### config.mk
export PLATFORM = sky130hd
export DESIGN_NAME = tbth_hash
export DESIGN_NICKNAME = d
export VERILOG_FILES = /design/src/hdl/tbth_pkg.sv /design/src/hdl/tbth_hash.sv
export SDC_FILE = /design/constraint.sdc
export NUM_CORES = 1
export LEC_CHECK = 0
export ABC_AREA = 1
export BUFFER_PORTS_ARGS = -buffer_cell sky130_fd_sc_hd__buf_2
export CORE_MARGIN = 4
export CORE_UTILIZATION = 50
export DETAILED_ROUTE_END_ITERATION = 7
export PLACE_DENSITY_LB_ADDON = 0.05
export SYNTH_ARGS = -nofsm -noshare
export SYNTH_HDL_FRONTEND = slang
export SYNTH_SLANG_ARGS = --single-unit
### constraint.sdc
create_clock -name clock -period 5.7 [get_ports clock]
set_input_delay 0.855 -clock clock [delete_from_list [all_inputs] [get_ports clock]]
set_output_delay 0.855 -clock clock [all_outputs]
set_load 0.03 [all_outputs]
### src/hdl/tbth_pkg.sv
// shared types, constants and codes for the two-byte tag hash table
`default_nettype none

package tbth_pkg;

   localparam int TABLE_SIZE = 1543;
   localparam int MAX_PROBES = 64;

   localparam int KEY_W    = 16;
   localparam int TYPE_W   = 8;
   localparam int VALUE_W  = 32;
   localparam int HASH_W   = 32;
   localparam int SLOT_W   = $clog2(TABLE_SIZE);
   localparam int COUNT_W  = $clog2(TABLE_SIZE + 1);
   localparam int STATUS_W = 2;

   localparam logic [COUNT_W-1:0] LIMIT_RESET = COUNT_W'(1080);

   localparam logic OP_ACCESS = 1'b0;
   localparam logic OP_CLEAR  = 1'b1;

   localparam logic [HASH_W-1:0] MIX_C0 = 32'h7ed55d16;
   localparam logic [HASH_W-1:0] MIX_C1 = 32'hc761c23c;
   localparam logic [HASH_W-1:0] MIX_C2 = 32'h165667b1;
   localparam logic [HASH_W-1:0] MIX_C3 = 32'hd3a2646c;
   localparam logic [HASH_W-1:0] MIX_C4 = 32'hfd7046c5;
   localparam logic [HASH_W-1:0] MIX_C5 = 32'hb55a4f09;

   // hash reduction: fold the upper half, then reciprocal multiply
   localparam longint unsigned FOLD_MOD = (64'd1 << (HASH_W / 2)) % TABLE_SIZE;
   localparam logic [SLOT_W-1:0] FOLD_MUL = SLOT_W'(FOLD_MOD);
   localparam int FOLD_W =
      $clog2(((64'd1 << (HASH_W / 2)) - 1) * (FOLD_MOD + 1) + 1);
   localparam int RECIP_SH = FOLD_W + SLOT_W;
   localparam longint unsigned RECIP_MUL =
      ((64'd1 << RECIP_SH) + TABLE_SIZE - 1) / TABLE_SIZE;
   localparam int RECIP_W = $clog2(RECIP_MUL + 1);
   localparam int PROD_W  = FOLD_W + RECIP_W;
   localparam int QUOT_W  = PROD_W - RECIP_SH;

   // 2^32 mod table size, for probe sums that wrap
   localparam logic [SLOT_W-1:0] WRAP_REM = SLOT_W'((64'd1 << HASH_W) % TABLE_SIZE);

   localparam int PROBE_W = $clog2(MAX_PROBES + 2);
   localparam int OFF_MAX = (MAX_PROBES + 1) / 2 + (MAX_PROBES + 1) * (MAX_PROBES + 1) / 2;
   localparam int OFF_W   = $clog2(OFF_MAX + 1);

   typedef enum logic [STATUS_W-1:0] {
      STATUS_FOUND,
      STATUS_INSERTED,
      STATUS_FULL,
      STATUS_CLEARED
   } status_type;

   typedef enum logic [2:0] {
      ST_INIT,
      ST_IDLE,
      ST_HASH,
      ST_LOOK,
      ST_CHECK,
      ST_WIPE,
      ST_REPLY
   } state_type;

   typedef struct packed {
      logic [KEY_W-1:0]  key;
      logic [TYPE_W-1:0] kind;
   } kt_entry_type;

   typedef struct packed {
      logic               valid;
      logic [VALUE_W-1:0] value;
   } val_entry_type;

   typedef struct packed {
      logic [SLOT_W-1:0] addr;
      logic              rd_en;
      logic              kt_wr_en;
      logic              val_wr_en;
   } mem_cmd_type;

   typedef struct packed {
      logic [HASH_W-1:0] h;
      logic [SLOT_W-1:0] hm;
   } hash_res_type;

endpackage

`default_nettype wire

### src/hdl/tbth_hash.sv
// tag mixing hash and reduction to a home slot, six-stage pipeline
`default_nettype none

module tbth_hash (
   input  logic                       clock,
   input  logic                       reset,
   input  logic                       start,
   input  logic [tbth_pkg::KEY_W-1:0] key,
   output logic                       done,
   output tbth_pkg::hash_res_type     res
);
   import tbth_pkg::*;

   localparam int STAGES = 6;

   logic [STAGES-1:0] vld_ff, vld_in;
   logic [HASH_W-1:0] kx, a1, a2, b1, b2, c1, c2;
   logic [HASH_W-1:0] mixa_ff, mixb_ff, h_ff;
   logic [FOLD_W-1:0] fold_ff, fold_in, rem_full;
   logic [PROD_W-1:0] prod_ff, prod_in;
   logic [QUOT_W-1:0] quot;
   logic [SLOT_W-1:0] hm_ff, hm_in;

   always_comb begin
      kx = HASH_W'(key);
      a1 = (kx + MIX_C0) + (kx << 12);
      a2 = (a1 ^ MIX_C1) ^ (a1 >> 19);
      b1 = (mixa_ff + MIX_C2) + (mixa_ff << 5);
      b2 = (b1 + MIX_C3) ^ (b1 << 9);
      c1 = (mixb_ff + MIX_C4) + (mixb_ff << 3);
      c2 = (c1 ^ MIX_C5) ^ (c1 >> 16);
      fold_in = FOLD_W'(h_ff[HASH_W-1:HASH_W/2]) * FOLD_W'(FOLD_MUL)
              + FOLD_W'(h_ff[HASH_W/2-1:0]);
      prod_in = PROD_W'(fold_ff) * PROD_W'(RECIP_MUL);
      // quotient is exact for every folded value
      quot = prod_ff[PROD_W-1:RECIP_SH];
      rem_full = fold_ff - FOLD_W'(quot) * FOLD_W'(TABLE_SIZE);
      hm_in = SLOT_W'(rem_full);
      vld_in = {vld_ff[STAGES-2:0], start};
   end

   always_ff @(posedge clock) begin
      if (reset) begin
         vld_ff <= '0;
      end else begin
         vld_ff <= vld_in;
      end
   end

   always_ff @(posedge clock) begin
      if (start) begin
         mixa_ff <= a2;
      end
      if (vld_ff[0]) begin
         mixb_ff <= b2;
      end
      if (vld_ff[1]) begin
         h_ff <= c2;
      end
      if (vld_ff[2]) begin
         fold_ff <= fold_in;
      end
      if (vld_ff[3]) begin
         prod_ff <= prod_in;
      end
      if (vld_ff[4]) begin
         hm_ff <= hm_in;
      end
   end

   assign done   = vld_ff[STAGES-1];
   assign res.h  = h_ff;
   assign res.hm = hm_ff;

endmodule

`default_nettype wire

==> metrics.cfg <==
[status]
failed_checks=setup timing
status=finished, violations left

[layout]
drive_gt1_share_pct=14.7
final_area_um2=32600
fill_cells=5040
most-common-layout-cells=911 x inv_1, 529 x nand2_1, 424 x ha_1, 317 x fa_1, 186 x buf_4
layout_commonest_cell=inv_1
insertedDiodeCount=0
area_delta_synth_final_pct=15.7
fin_util_pct=58.8
final_cells=4418
seq_area_um2=4440
final_nets=4474
multi_input_comb_area_um2=21200

[synthesis]
synth_nets=4192
synth_area_per_cell_um2=8.35
yosysSeqAreaShare_pct=15.8
yosys.area.top_type=fa_1
synth_top_area_share_pct=23.5
yosys_warnings=0
synthArstFlopShare_pct=0
ys_seq_elements=150
synthFlopType=edfxtp_1
synth_area_leaders=fa_1 24%, ha_1 21%, edfxtp_1 15%
synthCells=3375
synth-edff-count=144
syn_area_um2=28200
synth_cell_types=44

[sta]
finalWorstSetupSlack_ns=-0.0273
slew_viol_final=0
fin_crit_ns=5.73
fin_skew_ns=0.0236
max_freq_ghz=0.175
setup_viol=1
slew_headroom_pct=51.8
min_period_over_period_pct=100
rsz0062_at_grt=true
max_slew.worst_pin.slew_ns=0.723
finalHoldViolCount=0

[grt]
grt-ovfl-total=0
grt_start_max_net_pins=34
grt_usage_pct=27.2
grt_pass1_vias=23000
grt_pass1_wl_um=126000
antenna_found_initial=1

[critical_path]
arrival_ns=5.97
required_ns=5.94
worstSetupPathType=flip-flop to flip-flop
crit_path_end_kind=flip-flop
cp_max_fo=4
startpoint_type=flip-flop
r2r_slack_ns=-0.03

[clock_tree]
cts_hold_buf=0
htreeDepth=4
clock_latency_ns=0.50
cts.sinks=150
clockBufferDepth=2
cts_tree=yes
clk_pin_slew_worst_paths_ns=0.08
numCtsBuffers=17
cts_root_buf=clkbuf_16

[floorplan]
dieArea_um2=60200
core-area_um2=55400
io_pins=63
start_util_pct=50.8
die_w_um=245
rows=86
dieHeight_um=245

[routing]
drt-initial-drc-count=1169
drt-total-wl_um=81200
drc=0
avgRoutedWirePerCell_um=18.4
drtPass1Iterations=7
vias=22400
ant_nets=0
avgViaCountPerCell=5.08

[placement]
port_buffers=62
place_congestion=0.948
dp_cells=4343
dp_hpwl_um=71800
postPlaceCellArea_um2=30600
pre_cts_slack_ns=-0.183

[job]
maxCapViolations=0

[hold_path]
min-delay-path-class=flip-flop to flip-flop

[sequential cells by signal, summed over array words and instances, names as in the netlist]
signal	flops
h_ff	32
mixa_ff	32
mixb_ff	32
fold_ff	26
hm_ff	11
prod_ff	11
vld_ff	6
[kinds of logic after synthesis]
kind of cell	after synthesis	share of synthesized area, %
flip-flops	150	15.8
buffers and inverters	945	12.6
XOR/XNOR	204	6.50
AND/OR/NAND/NOR	966	14.7
adder cells (fa/ha/maj)	798	44.3
AO/OA/AOI/OAI	312	6.18
[cells in the mapped netlist (2+ instances only)]
library cell / count
xnor2_1: 54
o21bai_1: 13
inv_2: 9
nand2_1: 551
nand3b_1: 7
a31oi_1: 20
a21oi_1: 157
nor2_1: 181
nor2_4: 5
xnor2_2: 4
o211ai_1: 2
edfxtp_1: 144
nor4_1: 7
nor3_1: 24
o21a_1: 6
o21ai_0: 70
nand3_1: 107
fa_1: 331
and2_1: 2
nand2_4: 3
nand2_2: 28
o221ai_1: 2
inv_1: 933
a211oi_1: 3
o21ai_1: 6
xor2_1: 145
buf_4: 2
nand3_2: 7
ha_1: 467
o31ai_1: 2
nand4_1: 30
nor2_2: 8
a21boi_0: 5
dfxtp_1: 6
a21o_1: 23
or2_2: 3
[what timing repair did]
action / 4_1_cts / 5_1_grt
endpoints found under the setup margin: 11 / 21
pin swaps: 28 / 68
resized for setup: 48 / 181
cloned: 0 / 0
setup buffers: 10 / 35
[worst max-delay path, cell delays in order (launching register included)]
cell	delay (ns)
edfxtp_1	0.49
ha_4	0.32
inv_2	0.04
fa_1	0.49
inv_2	0.04
fa_1	0.51
inv_2	0.04
fa_1	0.52
inv_1	0.05
fa_1	0.46
fa_1	0.49
inv_1	0.05
fa_1	0.54
inv_2	0.06
ha_4	0.23
a21o_1	0.19
a31oi_1	0.14
o21ai_1	0.09
nor3_1	0.17
nand2_1	0.13
a21oi_2	0.17
o21ai_2	0.07
xor2_1	0.16
[metal layers]
metal,routed length [µm],GRT usage [%],up-vias
met1,36400,36.2,10900
met3,2510,2.90,93
met4,2590,8.33,2
li1,-,-,11000
met2,39600,46.9,393
met5,16,0,-
[cell type report]
cell class | instances | share of cell area, %
clock buffers | 17 | 1.30
clock inverters | 15 | 0.437
inverters | 942 | 10.8
multi-input cells | 2280 | 65.0
flip-flops and latches | 150 | 13.6
well taps | 748 | 2.87
repair buffers | 266 | 5.88
[metrics by stage]
step	hold slack, ns	TNS (ns)
final	0.456	-0.0273
after global routing	0.482	-1.25
after CTS	0.460	-0.163
after detailed placement	0.444	-1.06
after global placement	0.439	-0.815
after floorplan	0.428	0
[worst paths after layout]
path / from / end / cells past startpoint
worst max-delay path: fold_ff[18] / prod_ff[46] / 22
worst min-delay path: vld_ff[2] / fold_ff[1] / 0
worst max register to register: fold_ff[18] / prod_ff[46] / 22
worst min register to register: vld_ff[2] / fold_ff[1] / 0
Power is not shown: default switching activity piles up to over one toggle a cycle in this logic, so the estimate is an artifact.
